<file path="src/hdl/fgrs_ram.sv">
// Generic simple dual-port RAM: one write port, one registered read port.
// No dependencies.
module fgrs_ram #(
  parameter int WIDTH = 8,
  parameter int DEPTH = 16
) (
  input  logic                     clk,
  input  logic                     we,
  input  logic [$clog2(DEPTH)-1:0] waddr,
  input  logic [WIDTH-1:0]         wdata,
  input  logic                     re,
  input  logic [$clog2(DEPTH)-1:0] raddr,
  output logic [WIDTH-1:0]         rdata
);

  logic [WIDTH-1:0] mem [DEPTH];

  always_ff @(posedge clk) begin
    if (we) begin
      mem[waddr] <= wdata;
    end
    if (re) begin
      rdata <= mem[raddr];
    end
  end

endmodule

</file>
<file path="config.mk">
export PLATFORM = sky130hd
export DESIGN_NAME = fgrs_ram
export DESIGN_NICKNAME = d
export VERILOG_FILES = /design/src/hdl/fgrs_ram.sv
export SDC_FILE = /design/constraint.sdc
export NUM_CORES = 1
export LEC_CHECK = 0
export ABC_CLOCK_PERIOD_IN_PS = 2500
export BUFFER_PORTS_ARGS = -buffer_cell sky130_fd_sc_hd__buf_2
export CORE_ASPECT_RATIO = 1.4
export CORE_MARGIN = 1.5
export CORE_UTILIZATION = 55
export DETAILED_ROUTE_END_ITERATION = 8
export GPL_TIMING_DRIVEN = 0
export PLACE_DENSITY = 0.77
export SLEW_MARGIN = 25
export SYNTH_ARGS = -nofsm -noshare
export SYNTH_HDL_FRONTEND = slang
export SYNTH_SLANG_ARGS = --single-unit
export TNS_END_PERCENT = 5
</file>
<file path="constraint.sdc">
create_clock -name clk -period 2.5 [get_ports clk]
set_input_delay 0.125 -clock clk [delete_from_list [all_inputs] [get_ports clk]]
set_output_delay 0.125 -clock clk [all_outputs]
set_load 0.005 [all_outputs]
</file>
# Word-level counts from Yosys, hierarchy flattened
# Memory sizes are Yosys's and may differ from the RTL's. A register that Yosys moved wholly into a read port is not among the register bits.
# Cells that the tools add are included.
[totals] ff_bits=0 ram_bits=128 in_bits=19 output_inout_bits=8 wordCells=3 mem_count=1
[memory_table] name="mem" depth=16 word_bits=8 read_ports=1 rd_ports_with_merged_regs=1 wr=1 line_no="16" source="logic [WIDTH-1:0] mem [DEPTH];"
[classes] mux=2
[ops] operator="2-to-1 mux 1 bit" n=2

# Longest topological paths before layout
# Gate-level depths: netlist of the first run.
[depth] word_depth=2 mapped_depth=5 depth_no_buf=3

# Worst setup path before layout of the first run
# No wires, ideal clock.
[synth_path] path_kind="input port to flip-flop" from="input waddr[2]" to="memory mem[0][0] (enable)" arrival_time_ps=1235 required_ps=2117 path_slack_ps=882 cell_stages=2 n_path_buf=0 cell_sequence="or3b_2 -> nor3_1"
[synth_lines] item="start: declaration" line_no="9" source="input logic [$clog2(DEPTH)-1:0] waddr,"
[synth_lines] item="end: declaration" line_no="16"
# No word-level cell before the write port.

==> results of run 1 <==
## stage by stage
step / hold slack, ns / instance area [sq um] / util / instances
after floorplan: 0.224 / 5230 / - / 229
after global placement: 0.453 / 5490 / 0.601 / 361
after detailed placement: 0.466 / 5510 / 0.603 / 361
after CTS: 0.0304 / 6140 / 0.672 / 392
after global routing: 0.0417 / 6140 / 0.672 / 392
final: 0.0394 / 6140 / 0.672 / 392
## power by group
part / switching (mW) / internal [mW]
clock: 0.894 / 1.75
sequential: 0.0114 / 2.57
combinational: 0.142 / 0.0992
total: 1.05 / 4.42
## per-layer routing
| layer | up-vias | track usage | wire length [microns] |
|---|---|---|---|
| met5 | - | 0 | 0 |
| met4 | 0 | 0.110 | 292 |
| met2 | 116 | 0.342 | 5030 |
| met3 | 19 | 0.0719 | 764 |
| met1 | 1232 | 0.267 | 3750 |
| li1 | 1071 | - | - |
## kinds of logic after synthesis
family | after synthesis | share of synthesized area
AO/OA/AOI/OAI | 16 | 0.0230
buffers and inverters | 10 | 0.0165
flip-flops | 136 | 0.781
multiplexers | 32 | 0.148
AND/OR/NAND/NOR | 35 | 0.0314
## synthesized netlist by cell type
cell type | n | share of area
clkdlybuf4s25_2 | 3 | 0.0057
nand2_1 | 9 | 0.0065
nand3_1 | 1 | 0.00096
nor3_1 | 4 | 0.0038
mux4_2 | 18 | 0.078
buf_4 | 1 | 0.0014
or3b_2 | 1 | 0.0017
and2b_1 | 1 | 0.0014
edfxtp_1 | 136 | 0.78
buf_2 | 3 | 0.0029
nand2b_1 | 2 | 0.0024
a22oi_1 | 16 | 0.023
and2_1 | 1 | 0.0012
buf_6 | 3 | 0.0065
mux4_1 | 14 | 0.070
nor2b_1 | 1 | 0.0012
nor2_1 | 13 | 0.0093
nand3b_1 | 2 | 0.0029
## path summary, 6_finish.rpt
check	to	slack [ns]	depth (start not counted)
worst max-delay path	rdata[3]	0.90	3
worst min-delay path	rdata[0]	0.04	1
worst max register to register	rdata[3]	0.90	3
worst min register to register	rdata[1]	0.77	3
## area by class of cell
type	count	area, sq um	share of cell area
plain buffers	10	86.3	0.0141
clock buffers	17	425	0.0693
clock inverters	14	206	0.0336
multi-input cells	83	1080	0.175
flip-flops and latches	136	4080	0.665
well taps	107	134	0.0218
repair buffers	25	125	0.0204
## flip-flops by register name, summed over array words and instances (netlist names)
name,count
rdata,8
mem,128
## worst max-delay path: stages (launching register included)
cell and delay (ns):
edfxtp_1 0.37, mux4_1 0.59, a22oi_1 0.29, nand2_1 0.10
==> flow_metrics.py, run 1 <==
metrics = {
    "pwr": {
        "power_mw": 5.47,
        "cellLeakagePower_nw": 2.06,
        "p_per_area_mw_per_mm2": 891,
        "irDropWorstVdd_mv": 0.569,
    },
    "clock_network": {
        "clkLatencyLatePin_ns": 0.41,
        "ctsHoldBuffers": 0,
        "clkTransAtPathRegs_ns": 0.06,
        "htree_num_levels": 4,
        "clockRootBuffer": "clkbuf_16",
        "cts_sinks": 136,
        "cts_tree": "yes",
        "cts_buffer_depth": 2,
        "postCtsSetupBuffers": 0,
        "cts_made_buffers": 17,
        "cts_resized": 0,
    },
    "die": {
        "die_w_microns": 85.4,
        "core_area_sq_mm": 0.00913,
        "initial_core_util": 0.572,
        "rows": 41,
        "dieArea_sq_mm": 0.0101,
        "die_h_microns": 118,
        "io_pins": 27,
    },
    "drt": {
        "antenna_left": 0,
        "wl_per_cell_microns": 25.1,
        "first_iter_violations": 209,
        "firstDrtPassIters": 7,
        "viasPerCell": 6.22,
        "num_vias": 2438,
        "routed_wl_mm": 9.84,
        "post-route-drc-count": 3,
    },
    "setup_path": {
        "startpoint": "mem[1][3]",
        "cp.required_ns": 2.66,
        "cp-start-kind": "flip-flop",
        "cp.arrival_ns": 1.76,
        "crit_type": "reg -> reg",
        "worst_r2r_startpoint": "mem[1][3]",
        "end_kind": "flip-flop",
        "critical_path_peak_fanout": 1,
    },
    "sta": {
        "maxSlewViolCount": 0,
        "clock_skew_ns": 0.00875,
        "rsz0062_at_grt": "no",
        "fin_crit_ns": 1.60,
        "relSlewSlack": 0.444,
        "setup_viol": 0,
        "fin_crit_sh": 0.641,
        "fin_ws_ns": 0.897,
        "hold_viol": 0,
        "tightest_slew_ns": 0.830,
        "fin_tns_setup_ns": 0,
        "fmax_ghz": 0.624,
    },
    "logic_synthesis": {
        "syn_nets": 248,
        "ys_seq_area_frac": 0.781,
        "netlist_instances": 229,
        "ys_warn_count": 0,
        "synth_area_per_cell_sq_um": 22.8,
        "synth_seq_cells": 136,
        "synth_cell_types": 18,
        "syn_area_sq_mm": 0.00523,
    },
    "placed_design": {
        "dp_slack_ns": 0.683,
        "place_congestion": 0.825,
        "hpwl_mm": 6.05,
        "port-buffer-count": 25,
    },
    "final_layout": {
        "area_delta_synth_final_pct": 17.4,
        "layout_common_cells": "edfxtp_1 (136), buf_2 (28), mux4_2 (18)",
        "layout-drive-gt1-share": 0.302,
        "fillCellCount": 580,
        "mostFrequentLayoutCell": "edfxtp_1",
        "diodes": 0,
        "nNetsFinal": 292,
    },
    "global_route": {
        "track_usage": 0.216,
        "grt_pass1_vias": 2506,
        "grt_antenna_before_repair": 0,
        "grt_pass1_wl_mm": 14.8,
        "grt.overflow.total": 0,
        "grt_max_degree": 17,
    },
    "min_path": {
        "holdCritStartpoint": "re",
        "hold_path.class": "in -> reg",
    },
    "job": {
        "max_cap_violations": 0,
    },
    "run_status": {
        "violations": "DRC",
        "status": "finished with violations",
    },
}
Note: power is estimated with default switching activity, not from simulation.
==> run 2: changes to the inputs <==
--- a/config.mk
+++ b/config.mk
@@ -5,7 +5,7 @@
 export SDC_FILE = /design/constraint.sdc
 export NUM_CORES = 1
 export LEC_CHECK = 0
-export ABC_CLOCK_PERIOD_IN_PS = 2500
+export ABC_CLOCK_PERIOD_IN_PS = 1500
 export BUFFER_PORTS_ARGS = -buffer_cell sky130_fd_sc_hd__buf_2
 export CORE_ASPECT_RATIO = 1.4
 export CORE_MARGIN = 1.5
==> constraint.sdc (replaced) <==
create_clock -name clk -period 1.5 [get_ports clk]
set_input_delay 0.075 -clock clk [delete_from_list [all_inputs] [get_ports clk]]
set_output_delay 0.075 -clock clk [all_outputs]
set_load 0.005 [all_outputs]
==> flow_metrics.py, run 2 (synthesized netlist as in run 1, its figures left out) <==
metrics = {
    "run_status": {
        "status": "finished with violations",
        "violations": "DRC",
    },
    "sta": {
        "tightest_slew_ns": 0.809,
        "fin_crit_sh": 0.983,
        "maxSlewViolCount": 0,
        "fin_tns_setup_ns": 0,
        "fin_crit_ns": 1.47,
        "relSlewSlack": 0.458,
        "rsz0062_at_grt": "yes",
        "hold_viol": 0,
        "clock_skew_ns": 0.00565,
        "fmax_ghz": 0.678,
        "setup_viol": 0,
        "fin_ws_ns": 0.0251,
    },
    "pwr": {
        "clkPwrFrac": 0.419,
        "p_int_mw": 6.51,
        "p_sw_frac": 0.201,
        "pwr-share-seq": 0.528,
        "cellLeakagePower_nw": 1.97,
        "irDropWorstVdd_mv": 0.901,
        "combPwrFrac": 0.053,
        "switchingPower_mw": 1.64,
        "p_per_area_mw_per_mm2": 1350,
    },
    "min_path": {
        "holdPathStages": 1,
        "holdCritStartpoint": "wdata[5]",
        "hold_end": "mem[11][5]",
        "hold_path.class": "in -> reg",
    },
    "setup_path": {
        "r2r_end": "rdata[2]",
        "crit_type": "reg -> reg",
        "end_kind": "flip-flop",
        "cp.arrival_ns": 1.63,
        "critical_path_peak_fanout": 1,
        "worst_r2r_startpoint": "mem[0][2]",
        "cp-start-kind": "flip-flop",
        "r2r_cells": 3,
        "r2r_setup_slack_ns": 0.03,
        "cp.required_ns": 1.66,
    },
    "drt": {
        "num_vias": 2501,
        "routed_wl_mm": 9.89,
        "viasPerCell": 6.41,
        "wl_met1_mm": 3.74,
        "first_iter_violations": 202,
        "post-route-drc-count": 2,
        "top_layer_used": "met4",
        "wl_met2_mm": 5.01,
        "met3_length_microns": 749,
        "firstDrtPassIters": 6,
        "wl_per_cell_microns": 25.4,
        "antenna_left": 0,
    },
    "final_layout": {
        "multi_input_area_sq_mm": 0.00110,
        "top_register": "mem",
        "nNetsFinal": 293,
        "largest_reg_flops": 128,
        "mostFrequentLayoutCell": "edfxtp_1",
        "regArea_sq_mm": 0.00408,
        "fin_util": 0.659,
        "top_regs": "mem (128), rdata (8)",
        "area_delta_synth_final_pct": 15.1,
        "layout-drive-gt1-share": 0.336,
        "diodes": 0,
        "fillCellCount": 612,
        "layout_common_cells": "edfxtp_1 (136), buf_2 (28), mux4_2 (24)",
    },
    "clock_network": {
        "cts_sinks": 136,
        "clkLatencyLatePin_ns": 0.41,
        "htree_num_levels": 4,
        "clkTransAtPathRegs_ns": 0.05,
        "clockRootBuffer": "clkbuf_16",
        "cts_buffer_depth": 2,
        "cts_tree": "yes",
        "cts_made_buffers": 17,
    },
    "job": {
        "max_cap_violations": 0,
    },
    "global_route": {
        "grt_antenna_before_repair": 0,
        "grt.overflow.total": 0,
        "grt_max_degree": 17,
        "grt_pass1_wl_mm": 14.7,
        "track_usage": 0.216,
        "grt_pass1_vias": 2523,
    },
    "placed_design": {
        "port-buffer-count": 25,
        "place_congestion": 0.879,
        "hpwl_mm": 6.16,
        "dp_slack_ns": -0.266,
    },
    "die": {
        "die_w_microns": 85.4,
        "core_area_sq_mm": 0.00913,
        "dieArea_sq_mm": 0.0101,
        "rows": 41,
        "initial_core_util": 0.572,
        "die_h_microns": 118,
        "io_pins": 27,
    },
}
-- run 2: final cells by class --
type | instances | area share
clock inverters | 6 | 0.00520
clock buffers | 22 | 0.0739
repair buffers | 26 | 0.0225
plain buffers | 10 | 0.0144
multi-input cells | 83 | 0.183
flip-flops and latches | 136 | 0.679
well taps | 107 | 0.0223
-- run 2: what timing repair did --
action	CTS	global route
buffers inserted	0	0
resized for setup	7	8
endpoints found under the hold margin	8	0
endpoints found under the setup margin	5	7
hold buffers	1	0
pin swaps	1	4
-- run 2: worst max-delay path, stage by stage (launching register included) --
cell and delay, ns:
edfxtp_1 0.37, mux4_2 0.51, a22oi_2 0.25, nand2_1 0.09
-- run 2: per-layer routing --
layer | GRT usage | vias to the layer above
li1 | - | 1062
met2 | 0.335 | 118
met4 | 0.102 | 0
met1 | 0.275 | 1293
met5 | 0 | -
met3 | 0.0761 | 28
-- run 2: how the worst max path moves through the flow --
stage               cells past startpoint   endpoint  slack [ns]        from
finish                                  3   rdata[2]        0.03   mem[0][2]
CTS                                     3   rdata[5]       -0.01  mem[11][5]
global placement                        3  mem[8][0]       -0.34    waddr[2]
detailed placement                      3  mem[1][2]       -0.27    waddr[2]
global route                            3   rdata[3]       -0.01   mem[2][3]
floorplan                               5   rdata[1]        0.14    raddr[0]
-- run 2: power groups by stage --
stage	Clock, mW	Sequential (mW)	Combinational, mW
after floorplan	0	4.38	0.216
after global placement	0	4.37	0.387
after detailed placement	0	4.38	0.408
after CTS	3.45	4.31	0.420
after global routing	3.63	4.31	0.462
final	3.41	4.31	0.429
-- run 2: stage by stage --
stage | power, mW | hold slack [ns] | area, sq um | cells
2_1_floorplan | 4.59 | 0.174 | 5230 | 229
3_3_place_gp | 4.76 | 0.407 | 5490 | 361
3_5_place_dp | 4.79 | 0.422 | 5510 | 361
4_1_cts | 8.18 | 0.0507 | 6000 | 390
5_1_grt | 8.40 | 0.0567 | 6010 | 390
6_report | 8.15 | 0.0609 | 6010 | 390
==> run 3: changes to the inputs <==
--- a/config.mk
+++ b/config.mk
@@ -5,7 +5,7 @@
 export SDC_FILE = /design/constraint.sdc
 export NUM_CORES = 1
 export LEC_CHECK = 0
-export ABC_CLOCK_PERIOD_IN_PS = 1500
+export ABC_CLOCK_PERIOD_IN_PS = 1400
 export BUFFER_PORTS_ARGS = -buffer_cell sky130_fd_sc_hd__buf_2
 export CORE_ASPECT_RATIO = 1.4
 export CORE_MARGIN = 1.5
@@ -13,6 +13,7 @@
 export DETAILED_ROUTE_END_ITERATION = 8
 export GPL_TIMING_DRIVEN = 0
 export PLACE_DENSITY = 0.77
+export RECOVER_POWER = 50
 export SLEW_MARGIN = 25
 export SYNTH_ARGS = -nofsm -noshare
 export SYNTH_HDL_FRONTEND = slang
==> constraint.sdc (replaced) <==
create_clock -name clk -period 1.4 [get_ports clk]
set_input_delay 0.07 -clock clk [delete_from_list [all_inputs] [get_ports clk]]
set_output_delay 0.07 -clock clk [all_outputs]
set_load 0.005 [all_outputs]
==> flow_metrics.py, run 3 (synthesized netlist as in run 1, its figures left out) <==
metrics = {
    "final_layout": {
        "area_delta_synth_final_pct": 14.6,
        "diodes": 0,
        "fillCellCount": 617,
        "top_register": "mem",
        "largest_reg_flops": 128,
        "mostFrequentLayoutCell": "edfxtp_1",
        "multi_input_area_sq_mm": 0.00109,
        "fin_util": 0.656,
        "layout_common_cells": "edfxtp_1 (136), mux4_2 (28), buf_2 (19)",
        "regArea_sq_mm": 0.00408,
        "top_regs": "mem (128), rdata (8)",
        "nNetsFinal": 293,
        "layout-drive-gt1-share": 0.322,
    },
    "sta": {
        "relSlewSlack": 0.448,
        "rsz0062_at_grt": "yes",
        "fin_ws_ns": -0.0754,
        "fin_crit_sh": 1.05,
        "fin_tns_setup_ns": -0.302,
        "clock_skew_ns": 0.00490,
        "fin_crit_ns": 1.48,
        "fmax_ghz": 0.678,
        "hold_viol": 0,
        "setup_viol": 8,
        "tightest_slew_ns": 0.825,
        "maxSlewViolCount": 0,
    },
    "setup_path": {
        "end_kind": "flip-flop",
        "max_stage_delay_ns": 0.51,
        "r2r_cells": 3,
        "cp_cell_sequence": "mux4_2 > a22oi_2 > nand2_1",
        "cp-start-kind": "flip-flop",
        "crit_buf_inv": 0,
        "crit_family": "multiplexers",
        "cpMaxStageDelayCell": "mux4_2",
        "crit_cells": 3,
        "crit_type": "reg -> reg",
        "cp.arrival_ns": 1.62,
        "critical_path_peak_fanout": 1,
        "cp.required_ns": 1.55,
    },
    "placed_design": {
        "port-buffer-count": 25,
        "place_congestion": 0.879,
        "hpwl_mm": 6.16,
        "dp_slack_ns": -0.361,
    },
    "clock_network": {
        "cts_tree": "yes",
        "cts_sinks": 136,
        "postCtsSetupBuffers": 0,
        "htree_num_levels": 4,
        "clkTransAtPathRegs_ns": 0.05,
        "clkLatencyLatePin_ns": 0.42,
        "cts_buffer_depth": 2,
        "clockRootBuffer": "clkbuf_16",
        "cts_made_buffers": 17,
    },
    "run_status": {
        "violations": "DRC, setup timing",
        "status": "finished with violations",
    },
    "die": {
        "core_area_sq_mm": 0.00913,
        "io_pins": 27,
        "die_h_microns": 118,
        "dieArea_sq_mm": 0.0101,
        "die_w_microns": 85.4,
        "initial_core_util": 0.572,
        "rows": 41,
    },
    "pwr": {
        "irDropWorstVdd_mv": 0.965,
        "p_per_area_mw_per_mm2": 1460,
        "cellLeakagePower_nw": 1.93,
    },
    "drt": {
        "firstDrtPassIters": 7,
        "viasPerCell": 6.33,
        "wl_per_cell_microns": 25.6,
        "first_iter_violations": 227,
        "post-route-drc-count": 2,
        "num_vias": 2470,
        "antenna_left": 0,
        "routed_wl_mm": 9.98,
    },
    "global_route": {
        "grt_pass1_vias": 2539,
        "grt_antenna_before_repair": 0,
        "grt_max_degree": 17,
        "grt_pass1_wl_mm": 15.1,
        "grt.overflow.total": 0,
        "track_usage": 0.221,
    },
    "min_path": {
        "holdPathStages": 2,
        "hold_path.class": "in -> reg",
    },
    "job": {
        "max_cap_violations": 0,
    },
}
run 3: cell types whose count changed in the layout (fill, tap and decap cells not counted):
cell and delta:
buf_2 -9, mux4_2 +4, mux4_1 -4, nor2_2 +1
nor2_1 -1, clkbuf_1 +9
run 3: timing repair:
item                                   CTS  global route
setup endpoints to repair                8            16
cloned                                   0             0
endpoints found under the hold margin    8             0
gates resized for setup                 19             1
pin swaps                               10             1
hold buffers                             1             0
run 3: cell type report:
class	instances	area share
clock inverters	6	0.00522
well taps	107	0.0223
clock buffers	22	0.0741
multi-input cells	83	0.181
repair buffers	26	0.0207
plain buffers	10	0.0144
flip-flops and latches	136	0.682
run 3: per-stage QoR:
stage / std cells / cell area (sq um) / hold slack (ns) / power (mW)
detailed placement: 361 / 5510 / 0.417 / 5.13
finish: 390 / 5990 / 0.195 / 8.74
global placement: 361 / 5490 / 0.402 / 5.10
global route: 390 / 5990 / 0.189 / 9.01
CTS: 390 / 6000 / 0.0457 / 8.78
floorplan: 229 / 5230 / 0.169 / 4.92
run 3: path summary, 6_finish.rpt:
path | startpoint | to | slack (ns)
max reg2reg | mem[2][5] | rdata[5] | -0.08
max | mem[2][5] | rdata[5] | -0.08
min | waddr[1] | mem[0][4] | 0.20
min reg2reg | mem[14][3] | rdata[3] | 0.77
run 3: per-layer routing:
layer	wire length [microns]	part of all wire	GRT usage	vias to the layer above
met4	297	0.030	0.0988	0
met5	0	0	0	-
met2	5110	0.51	0.338	119
met3	705	0.071	0.0712	20
met1	3860	0.39	0.294	1276
li1	-	-	-	1055
run 3: power breakdown:
group          switching [mW]  total (mW)  internal, mW
clock                    1.47        3.67          2.19
combinational           0.274       0.460         0.186
sequential             0.0208        4.62          4.59
