**src/hdl/fgrs_pkg.sv**
```systemverilog
// Shared types and constants for the feed gap recovery sequencer.
// No dependencies; imported by every module of the block except fgrs_ram.
package fgrs_pkg;

  localparam int REORDER_DEPTH = 32;
  localparam int SEQ_BITS      = 32;
  localparam int IDX_W         = $clog2(REORDER_DEPTH);
  localparam int CNT_W         = $clog2(REORDER_DEPTH + 1);
  localparam int TYPE_W        = 3;
  localparam int OID_W         = 32;
  localparam int BODY_W        = 64;
  localparam int SLOT_W        = SEQ_BITS + TYPE_W + OID_W + BODY_W;
  localparam int QUEUE_DEPTH   = 2;

  localparam logic [TYPE_W-1:0] TYPE_CLEAR = 3'd0;
  localparam logic [TYPE_W-1:0] TYPE_START = 3'd1;
  localparam logic [TYPE_W-1:0] TYPE_ADD   = 3'd2;
  localparam logic [TYPE_W-1:0] TYPE_END   = 3'd3;

  typedef enum logic [2:0] {
    OP_INC   = 3'd0,
    OP_CLEAR = 3'd1,
    OP_START = 3'd2,
    OP_ADD   = 3'd3,
    OP_END   = 3'd4
  } op_t;

  typedef struct packed {
    op_t                 op;
    logic [SEQ_BITS-1:0] seq;
    logic [TYPE_W-1:0]   utype;
    logic [OID_W-1:0]    oid;
    logic [BODY_W-1:0]   body;
  } item_t;

  typedef enum logic [3:0] {
    ST_IDLE  = 4'b0001,
    ST_DR_RD = 4'b0010,
    ST_DR_CK = 4'b0100,
    ST_SWEEP = 4'b1000
  } state_t;

endpackage

```
**src/hdl/fgrs_front.sv**
```systemverilog
// Front end: decodes incoming beats into operations and queues them.
// Depends on fgrs_pkg.
module fgrs_front
  import fgrs_pkg::*;
(
  input  logic                clk,
  input  logic                rst_n,
  input  logic                in_valid,
  output logic                in_ready,
  input  logic                in_cmd,
  input  logic [SEQ_BITS-1:0] in_seq_num,
  input  logic [TYPE_W-1:0]   in_update_type,
  input  logic [OID_W-1:0]    in_order_id,
  input  logic [BODY_W-1:0]   in_payload,
  output logic                q_valid,
  output item_t               q_item,
  input  logic                q_pop
);

  localparam int PTR_W = $clog2(QUEUE_DEPTH);
  localparam int QCNT_W = $clog2(QUEUE_DEPTH + 1);

  item_t             buf_r [QUEUE_DEPTH];
  logic [PTR_W-1:0]  wr_ptr_r, wr_ptr_nxt;
  logic [PTR_W-1:0]  rd_ptr_r, rd_ptr_nxt;
  logic [QCNT_W-1:0] cnt_r, cnt_nxt;
  logic              keep;
  logic              push;
  item_t             dec;

  // Classify: snapshot kinds outside the cycle set carry no action, drop them here.
  always_comb begin
    dec.seq   = in_seq_num;
    dec.utype = in_update_type;
    dec.oid   = in_order_id;
    dec.body  = in_payload;
    dec.op    = OP_INC;
    keep      = 1'b1;
    if (in_cmd) begin
      case (in_update_type)
        TYPE_CLEAR: dec.op = OP_CLEAR;
        TYPE_START: dec.op = OP_START;
        TYPE_ADD:   dec.op = OP_ADD;
        TYPE_END:   dec.op = OP_END;
        default:    keep = 1'b0;
      endcase
    end
  end

  assign in_ready = (cnt_r != QCNT_W'(QUEUE_DEPTH));
  assign push     = in_valid && in_ready && keep;
  assign q_valid  = (cnt_r != '0);
  assign q_item   = buf_r[rd_ptr_r];

  always_comb begin
    wr_ptr_nxt = wr_ptr_r;
    rd_ptr_nxt = rd_ptr_r;
    cnt_nxt    = cnt_r;
    if (push) begin
      wr_ptr_nxt = (wr_ptr_r == PTR_W'(QUEUE_DEPTH - 1)) ? '0 : wr_ptr_r + 1'b1;
    end
    if (q_pop && q_valid) begin
      rd_ptr_nxt = (rd_ptr_r == PTR_W'(QUEUE_DEPTH - 1)) ? '0 : rd_ptr_r + 1'b1;
    end
    if (push && !(q_pop && q_valid)) begin
      cnt_nxt = cnt_r + 1'b1;
    end else if (!push && q_pop && q_valid) begin
      cnt_nxt = cnt_r - 1'b1;
    end
  end

  always_ff @(posedge clk) begin
    if (!rst_n) begin
      wr_ptr_r <= '0;
      rd_ptr_r <= '0;
      cnt_r    <= '0;
    end else begin
      wr_ptr_r <= wr_ptr_nxt;
      rd_ptr_r <= rd_ptr_nxt;
      cnt_r    <= cnt_nxt;
    end
  end

  always_ff @(posedge clk) begin
    if (push) begin
      buf_r[wr_ptr_r] <= dec;
    end
  end

endmodule

```
**config.mk**
```make
export PLATFORM = sky130hd
export DESIGN_NAME = fgrs_front
export DESIGN_NICKNAME = d
export VERILOG_FILES = /design/src/hdl/fgrs_pkg.sv /design/src/hdl/fgrs_front.sv
export SDC_FILE = /design/constraint.sdc
export NUM_CORES = 1
export LEC_CHECK = 0
export ABC_AREA = 1
export BUFFER_PORTS_ARGS = -buffer_cell sky130_fd_sc_hd__buf_2
export CORE_MARGIN = 2
export CORE_UTILIZATION = 52
export DETAILED_ROUTE_END_ITERATION = 12
export GPL_ROUTABILITY_DRIVEN = 1
export PLACE_DENSITY_LB_ADDON = 0.08
export SYNTH_ARGS = -nofsm -noshare
export SYNTH_HDL_FRONTEND = slang
export SYNTH_SLANG_ARGS = --single-unit
```
**constraint.sdc**
```tcl
create_clock -name clk -period 9.1 [get_ports clk]
set_input_delay 1.365 -clock clk [delete_from_list [all_inputs] [get_ports clk]]
set_output_delay 1.365 -clock clk [all_outputs]
set_load 0.01 [all_outputs]
```
After elaboration in Yosys (flattened, before gate mapping)
Memory sizes are Yosys's and may differ from the RTL's. A register that Yosys moved wholly into a read port is not among the register bits.
Index checks and enable logic that the tools add are counted.
{"block": "op_classes", "n_shift": 0, "eq_ne": 4, "add_sub_neg": 4, "n_mul": 0, "magnitude_cmp": 0, "n_div": 0, "n_bitwise": 0, "muxes": 12, "n_reduce_logical": 12}
{"op": "case mux 3 bit (4 select lines)", "n": 1}
{"op": "two-way mux 1 bit", "n": 8}
{"op": "== test 3 x 2 -> 1 bit (second input constant)", "n": 2}
{"op": "logical AND 1 bit", "n": 6}
{"op": "two-way mux 2 bit", "n": 2}
{"op": "nonzero test 2 bit", "n": 2}
{"op": "OR reduction 4 bit", "n": 1}
{"op": "== test 3 x 1 -> 1 bit (second input constant)", "n": 1}
{"op": "zero test 3 bit", "n": 1}
{"op": "two-way mux 3 bit", "n": 1}
{"op": "adder 1 bit (second input constant)", "n": 2}
{"op": "adder 2 x 1 -> 2 bit (second input constant)", "n": 1}
{"op": "zero test 1 bit", "n": 2}
{"op": "inequality test 2 bit (second input constant)", "n": 1}
{"op": "subtractor 2 x 1 -> 2 bit (second input constant)", "n": 1}
{"block": "totals", "ramBits": 268, "out_inout_bits": 136, "wordCells": 36, "mem_bits_ro": 0, "mem_count": 1, "latch_bits": 0, "inputBits": 136, "reg_bits": 4}
{"name": "buf_r", "words": 2, "width": 134, "rd": 1, "rd_clocked_by_memory_dff": 1, "wr": 1, "line_no": "fgrs_front.sv:23", "text": "item_t buf_r [QUEUE_DEPTH];"}

Longest topological paths before layout
Gate-level depths: netlist (run 1).
{"block": "logic_depth", "word_depth": 10, "mapped_depth": 7, "ltp_nobuf": 7}

Least setup slack after synthesis (run 1)
OpenSTA, ideal clock, no wires.
{"block": "synth_timing", "path_type": "input to register", "start": "input in_cmd", "end": "memory buf_r[1][0] (netlist name), enable pin", "cell_stages": 3, "required_time_ps": 8470, "n_path_buf": 0, "slack_ps": 1315, "t_arrival_ps": 7155, "cell_sequence": "nand2_1 nand3_2 nor2_1"}
{"block": "synth_between", "elab_chain_cells": 4}
{"item": "start: declaration", "line_no": "fgrs_front.sv:10", "text": "input logic in_cmd,"}
{"item": "two-way mux 1 bit", "line_no": "fgrs_front.sv:39", "text": "if (in_cmd) begin"}
{"item": "logical AND 1 bit", "line_no": "fgrs_front.sv:51", "text": "assign push = in_valid && in_ready && keep;"}
{"item": "two-way mux 1 bit", "line_no": "fgrs_front.sv:85", "text": "if (push) begin"}
{"item": "two-way mux 1 bit (not written as such)", "line_no": "fgrs_front.sv:86", "text": "buf_r[wr_ptr_r] <= dec;"}
{"item": "end: declaration", "line_no": "fgrs_front.sv:23"}
No other way between the ends.

==> results_dict.tcl, run 1 <==
set metrics [dict create \
    rows 51 \
    layout.nets 891 \
    cp_top_family "buffers and inverters" \
    die-area_mm2 0.0208 \
    gr-usage-met2 0.290 \
    track_usage 0.170 \
    routed_wirelength_um 18900 \
    core_mm2 0.0194 \
    synth_area_leaders "edfxtp_1 79%, mux2_4 8.8%, mux2_2 8.2%" \
    synth_adder_area_share 0 \
    die_w_um 144 \
    ant_nets 0 \
    ir_drop_mv 0.194 \
    cts_buffer_depth 3 \
    cts_max_level 1 \
    slew_headroom 0.277 \
    via_count 5147 \
    worstSetupPathType "reg2out" \
    finalSetupViolCount 0 \
    grt_util_met3 0.0695 \
    clk_pin_slew_ps 60 \
    grt_pass1_vias 5142 \
    tightest_slew_ps 1080 \
    critPathMaxStageDelay_ps 1010 \
    worstHoldPathType "reg2reg" \
    synth_compound_area_frac 0.00331 \
    reg2regPathDepth 6 \
    synth_xor_xnor_area_share 0 \
    initial_core_util 0.527 \
    max-cap-violations 0 \
    hold_start "rd_ptr_r" \
    outcome "complete, no violations" \
    r2r-end "buf_r[1][106]" \
    dp_cells 991 \
    drt_iter0_drc 198 \
    cp.arrival_ps 3180 \
    port_buffers 271 \
    p_per_area_mw_per_mm2 259 \
    place_congestion 0.733 \
    post-dp-hpwl_um 12700 \
    finalHoldViolCount 0 \
    synthCells 465 \
    syn_nets 601 \
    critPathCaptureType "output pin" \
    cp.buffers_inverters 2 \
    cp_cell_sequence "buf_4 -> mux2_2 -> buf_2" \
    cts_root_buffer "clkbuf_16" \
    synth_top_area_frac 0.788 \
    clock_sink_count 273 \
    synth-seq-cells 273 \
    grt_antenna_before_repair 6 \
    grt_remaining_overflow 0 \
    cp.required_ps 7740 \
    postSynthAreaPerCell_um2 22.0 \
    drc 0 \
    fin_tns_setup_ps 0 \
    cts_buffers 27 \
    grt_first_pass_wirelength_um 27000 \
    ys_seq_area_frac 0.797 \
    grt_max_degree 75 \
    synth_top_family_by_area "multiplexers" \
    grt_setup_unrepaired "false" \
    first_pass_iters 4 \
    drv_slew 0 \
    muxShareOfSynthArea 0.170 \
    fin_skew_ps 12.3 \
    top_usage_layer "met2" \
    r2r_start "cnt_r[0]" \
    cts_resized 0 \
    die_h_um 144 \
    cts_setup_buffers 0 \
    finalInstanceArea_mm2 0.0126 \
    critPathSlowestCell "dfxtp_4" \
    fin_cells 1044 \
    timing.fmax_mhz 220 \
    met1_usage 0.201 \
    leakage_nw 4.81 \
    min_path_cells 1 \
    fin_crit_ps 4550 \
    critPathLaunchType "flop" \
    regToRegSetupSlack_ps 5820 \
    cts_tree "yes" \
    wl_per_cell_um 18.1 \
    clk_latency_ps 520 \
    worstPathMaxFanout 74 \
    synth_cell_type_count 19 \
    syn_area_mm2 0.0102 \
    syn2layout_area_growth_pct 23.5 \
    vias_per_cell 4.93 \
    period_share 0.500 \
    postPlaceCellArea_mm2 0.0118 \
    hold_buffers 0 \
    yosysWarningCount 0 \
    drive_gt1_frac 0.587 \
    synth_top_area_cell "edfxtp_1" \
    synth-simple-area-share 0.0143 \
    pin_count 272 \
]
==> registers in the layout (all words and copies together) (netlist names), named ones only <==
name	count
rd_ptr_r	1
cnt_r	2
buf_r	268
wr_ptr_r	1
==> power breakdown <==
group	internal [mW]	leakage, nW	switching, mW	total, mW
clock network	0.544	0.379	0.426	0.970
registers	1.54	2.52	0.0697	1.61
logic	0.344	1.91	0.337	0.681
total	2.43	4.81	0.833	3.26
==> metal layers <==
layer | wire length, um | up-vias
met4 | 432 | 4
met3 | 1880 | 32
li1 | - | 2416
met5 | 27 | -
met2 | 9420 | 194
met1 | 7140 | 2501
==> final cells by class <==
| class | count | area (um2) |
|---|---|---|
| flip-flops and latches | 273 | 8150 |
| fillers | 1436 | 6780 |
| inverters | 8 | 30.0 |
| diodes | 4 | 10.0 |
| clock inverters | 14 | 63.8 |
| well taps | 265 | 332 |
| repair buffers | 276 | 1390 |
| clock buffers | 35 | 706 |
| multi-input cells | 169 | 1930 |
==> worst max path at each step <==
stage	cells after the start	endpoint	from	slack, ps
detailed placement	6	buf_r[1][47]	in_update_type[2]	4780
CTS	3	q_item[54]	flop	4470
global placement	6	buf_r[1][47]	in_update_type[2]	4830
global route	3	q_item[54]	flop	4360
finish	3	q_item[56]	flop	4550
floorplan	3	buf_r[1][0]	in_cmd	1310
==> cell families (layout without fill, tap and decap cells) <==
family          after synthesis  after routing
flops                       273            273
mux                         134            134
simple gates                 29             29
buf+inv                      23            333
compound gates                6              6
other cells                   0              4
==> cell usage in the layout, fill, tap and decap left out, types with 4 or more instances in the layout <==
cell / n
buf_2: 271
buf_4: 5
clkbuf_1: 8
clkbuf_16: 27
clkinv_1: 8
clkinv_2: 5
dfxtp_1: 4
diode_2: 4
edfxtp_1: 268
inv_1: 7
mux2_2: 74
mux2_4: 60
nand2_1: 9
nor2_1: 8
nor2_4: 4
==> metrics by stage <==
step | power (mW) | worst slack [ps] | utilization | hold slack (ps)
after floorplan | 2.10 | 1310 | - | 425
final | 3.26 | 4550 | 0.650 | 445
after detailed placement | 2.34 | 4780 | 0.610 | 435
after global routing | 3.41 | 4360 | 0.650 | 479
after global placement | 2.32 | 4830 | 0.610 | 434
after CTS | 3.31 | 4470 | 0.650 | 451
==> synthesized netlist by cell type <==
cell type	instances
a21oi_1	3
a21oi_2	1
buf_2	7
buf_6	8
dfxtp_1	5
edfxtp_1	268
inv_1	7
inv_2	1
mux2_2	74
mux2_4	60
nand2_1	9
nand2_2	3
nand3_1	2
nand3_2	1
nor2_1	10
nor2_2	1
nor2_4	2
nor3b_1	1
o21ai_0	2
(Power assumes the default switching activity.)
==> inputs of run 2 (changes only) <==
CORE_UTILIZATION = 47   (was 52)
clock period = 4 ns   (was 9.1 ns; I/O delays follow)
==> results_dict.tcl, run 2 (synthesis results as in run 1) <==
set metrics [dict create \
    tightest_slew_ps 834 \
    die_w_um 151 \
    finalHoldViolCount 0 \
    wl_per_cell_um 18.3 \
    place_congestion 0.726 \
    pin_count 272 \
    die-area_mm2 0.0229 \
    die_h_um 151 \
    drc 0 \
    top_regs "buf_r (268), cnt_r (2)" \
    drv_slew 0 \
    clock_sink_count 273 \
    cts_buffer_depth 3 \
    p_per_area_mw_per_mm2 609 \
    finalSetupViolCount 0 \
    worstPathMaxFanout 45 \
    period_share 0.742 \
    hold-worst-slack_ps 258 \
    grt_pass1_vias 5432 \
    clk_latency_ps 530 \
    grt_max_degree 101 \
    max-cap-violations 0 \
    layout.nets 894 \
    routed_wirelength_um 19300 \
    ir_drop_mv 0.358 \
    grt_antenna_before_repair 3 \
    cts_tree "yes" \
    hold_buffers 0 \
    track_usage 0.163 \
    cp.arrival_ps 2370 \
    final_common_cell "buf_2" \
    syn2layout_area_growth_pct 25.6 \
    fin_skew_ps 14.3 \
    first_pass_iters 4 \
    largest_reg_flops 268 \
    cp.required_ps 3400 \
    cts_root_buffer "clkbuf_16" \
    cts_max_level 1 \
    switchingPower_mw 1.92 \
    drive_gt1_frac 0.588 \
    hold_start "in_payload[28]" \
    via_count 5153 \
    critPathLaunchType "flop" \
    drt_iter0_drc 211 \
    cts_buffers 28 \
    clk_pin_slew_ps 60 \
    min_path_cells 1 \
    cts_resized 0 \
    post-dp-hpwl_um 12900 \
    grt_remaining_overflow 0 \
    p_comb_frac 0.204 \
    grt_setup_unrepaired "false" \
    critPathCaptureType "output pin" \
    power_frac_seq 0.468 \
    worstHoldPathType "in2reg" \
    port_buffers 271 \
    cts_setup_buffers 0 \
    outcome "complete, no violations" \
    r2r-end "buf_r[0][10]" \
    worstSetupPathType "reg2out" \
    reg2regPathDepth 5 \
    slew_headroom 0.444 \
    holdPathEnd "buf_r[1][28]" \
    grt_first_pass_wirelength_um 28500 \
    clkPwrFrac 0.328 \
    regToRegSetupSlack_ps 2180 \
    leakage_nw 4.90 \
    fin_total_pwr_mw 7.81 \
    rows 53 \
    core_mm2 0.0212 \
    r2r_start "cnt_r[0]" \
    vias_per_cell 4.88 \
    initial_core_util 0.483 \
    fin_crit_ps 2970 \
    netSwitchingFraction 0.245 \
    ant_nets 0 \
    regMostFlops "buf_r" \
    layout_common_cells "271 x buf_2, 268 x edfxtp_1, 74 x mux2_2" \
    internal_power_mw 5.90 \
    timing.fmax_mhz 337 \
]
-- run 2: changes by cell type in the layout (fill, tap and decap cells not counted) --
cell       before  now
diode_2         4    1
buf_12          0    4
clkbuf_1        8   12
clkinv_2        5    2
inv_6           1    0
clkbuf_16      27   29
bufinv_16       0    4
clkinv_1        8    5
buf_4           5    3
-- run 2: final cells by class --
class,instances,area (um2)
inverter,8,30.0
clock buffer,41,771
clock inverter,11,149
fill,1621,8320
timing repair buffer,278,1460
antenna,1,2.50
sequential,273,8150
multi-input combinational,169,1930
tap,275,344
-- run 2: how the worst max path moves through the flow --
stage,startpoint,end,slack (ps),depth (start not counted)
global placement,flop,q_item[14],1560,3
detailed placement,flop,q_item[14],1550,3
finish,flop,q_item[47],1030,3
floorplan,in_cmd,buf_r[1][0],-750,3
CTS,flop,q_item[14],990,3
global route,flop,q_item[47],940,3
-- run 2: power groups by stage --
| stage | logic [mW] | registers (mW) | clock network, mW |
|---|---|---|---|
| 2_1_floorplan | 1.09 | 3.66 | 0 |
| 3_3_place_gp | 1.61 | 3.70 | 0 |
| 3_5_place_dp | 1.63 | 3.72 | 0 |
| 4_1_cts | 1.63 | 3.67 | 2.64 |
| 5_1_grt | 1.73 | 3.69 | 2.76 |
| 6_report | 1.59 | 3.66 | 2.56 |
-- run 2: routing by layer --
metal,global-route usage,part of all wire,up-vias
met1,0.197,0.38,2501
met3,0.0581,0.10,34
met2,0.281,0.50,195
met5,0,0.0014,-
li1,-,-,2419
met4,0.0411,0.017,4
-- run 2: critical path, stage by stage (launching register included) --
cell and delay [ps]:
dfxtp_4 860, buf_12 340, mux2_2 390, buf_2 150
-- run 2: per-stage QoR --
stage	utilization	setup TNS [ps]	instances	worst slack [ps]	cell area, um2
final	0.607	0	1056	1030	12800
after global routing	0.607	0	1055	943	12800
after CTS	0.607	0	1055	993	12800
after floorplan	-	-200290	465	-754	10200
after global placement	0.563	0	1003	1560	11900
after detailed placement	0.563	0	1003	1550	11900
==> inputs of run 3 (changes only) <==
CORE_UTILIZATION = 52   (was 47)
clock period = 2.85 ns   (was 4 ns; I/O delays follow)
==> results_dict.tcl, run 3 (synthesis results as in run 1) <==
set metrics [dict create \
    fin_skew_ps 6.88 \
    place_congestion 0.763 \
    reg2regPathDepth 4 \
    fin_cells 1053 \
    regToRegSetupSlack_ps 1080 \
    max-cap-violations 0 \
    worstPathMaxFanout 38 \
    postPlaceCellArea_mm2 0.0120 \
    fin_tns_setup_ps 0 \
    port_buffers 271 \
    drt_iter0_drc 209 \
    timing.final.ws_setup_ps 384 \
    die_w_um 144 \
    worstSetupPathType "reg2out" \
    regArea_mm2 0.00816 \
    r2r_start "cnt_r[1]" \
    clk_latency_ps 520 \
    die-area_mm2 0.0208 \
    wl_per_cell_um 18.3 \
    core_mm2 0.0194 \
    grt_setup_unrepaired "false" \
    timing.fmax_mhz 406 \
    cts_max_level 1 \
    grt_antenna_before_repair 3 \
    r2r-end "buf_r[0][41]" \
    critPathMaxStageDelay_ps 650 \
    dp_cells 996 \
    first_pass_iters 4 \
    cp_cell_sequence "buf_12 -> mux2_2 -> buf_2" \
    via_count 5215 \
    cts_setup_buffers 0 \
    min_path_cells 1 \
    layout_common_cells "271 x buf_2, 268 x edfxtp_1, 74 x mux2_2" \
    slew_headroom 0.561 \
    ant_nets 0 \
    p_per_area_mw_per_mm2 847 \
    cts_tree "yes" \
    grt_pass1_vias 5394 \
    vias_per_cell 4.95 \
    finalInstanceArea_mm2 0.0129 \
    critPathCaptureType "output pin" \
    cts_root_buffer "clkbuf_16" \
    grt_first_pass_wirelength_um 27400 \
    hold_start "in_order_id[4]" \
    multiInputGateArea_mm2 0.00196 \
    period_share 0.865 \
    grt_remaining_overflow 0 \
    drc 0 \
    cts_buffers 29 \
    pre_cts_slack_ps 886 \
    holdPathEnd "buf_r[1][68]" \
    track_usage 0.173 \
    critPathLaunchType "flop" \
    tightest_slew_ps 657 \
    top_regs "buf_r (268), cnt_r (2)" \
    cts_resized 0 \
    grt_max_degree 97 \
    clock_sink_count 273 \
    ir_drop_mv 0.515 \
    regMostFlops "buf_r" \
    fin_crit_ps 2470 \
    largest_reg_flops 268 \
    die_h_um 144 \
    pin_count 272 \
    cts_buffer_depth 3 \
    routed_wirelength_um 19200 \
    clk_pin_slew_ps 60 \
    post-dp-hpwl_um 13000 \
    syn2layout_area_growth_pct 26.5 \
    layout.nets 898 \
    cp.required_ps 2420 \
    drive_gt1_frac 0.599 \
    n_fill_cell 1406 \
    final_common_cell "buf_2" \
    leakage_nw 4.94 \
    finalHoldViolCount 0 \
    worstHoldPathType "in2reg" \
    hold_buffers 0 \
    critPathSlowestCell "dfxtp_4" \
    finalSetupViolCount 0 \
    drv_slew 0 \
    outcome "complete, no violations" \
    initial_core_util 0.527 \
    cp.arrival_ps 2040 \
    hold-worst-slack_ps 88.8 \
    rows 51 \
]
run 3: cell types whose count changed in the layout (fill, tap and decap cells not counted), moves of 3 or more:
cell       change
diode_2        +3
bufinv_16      -3
clkbuf_1       -4
buf_12         +4
clkinv_2       +3
clkbuf_8       +5
run 3: final cells by class:
cell class                 instances  share of cell area
sequential                       273               0.631
timing repair buffer             281               0.118
tap                              265              0.0257
antenna                            4            0.000774
clock inverter                    11             0.00629
multi-input combinational        169               0.152
clock buffer                      42              0.0638
inverter                           8             0.00252
run 3: critical path: cells and delay by family (launching register included):
kind                   cells  cell delay, ps
DFF                        1             650
buffers and inverters      2             480
muxes                      1             380
run 3: per-layer routing:
| layer | vias up | wire [um] | global-route usage |
|---|---|---|---|
| met2 | 200 | 9630 | 0.299 |
| met1 | 2568 | 7390 | 0.200 |
| met5 | - | 13 | 0 |
| li1 | 2420 | - | - |
| met3 | 25 | 1830 | 0.0682 |
| met4 | 2 | 371 | 0.0557 |
run 3: power by group:
part / internal, mW / leakage (nW) / switching [mW] / total [mW]
sequential: 4.93 / 2.52 / 0.169 / 5.10
clock: 2.09 / 0.449 / 1.42 / 3.51
combinational: 1.17 / 1.97 / 1.17 / 2.34
total: 8.18 / 4.94 / 2.77 / 10.9
run 3: worst max-delay path by stage:
stage	slack (ps)	to	cells past startpoint	from
global placement	930	q_item[133]	3	flop
floorplan	-170	buf_r[1][0]	3	in_cmd
global route	290	q_item[7]	3	flop
detailed placement	890	buf_r[0][21]	5	in_cmd
CTS	340	q_item[132]	3	flop
finish	380	q_item[132]	3	flop
run 3: stage by stage:
step                      total power [mW]   util
after floorplan                       6.66      -
after global placement                7.48  0.619
after detailed placement              7.55  0.619
after CTS                             11.1  0.666
after global routing                  11.4  0.666
final                                 10.9  0.666
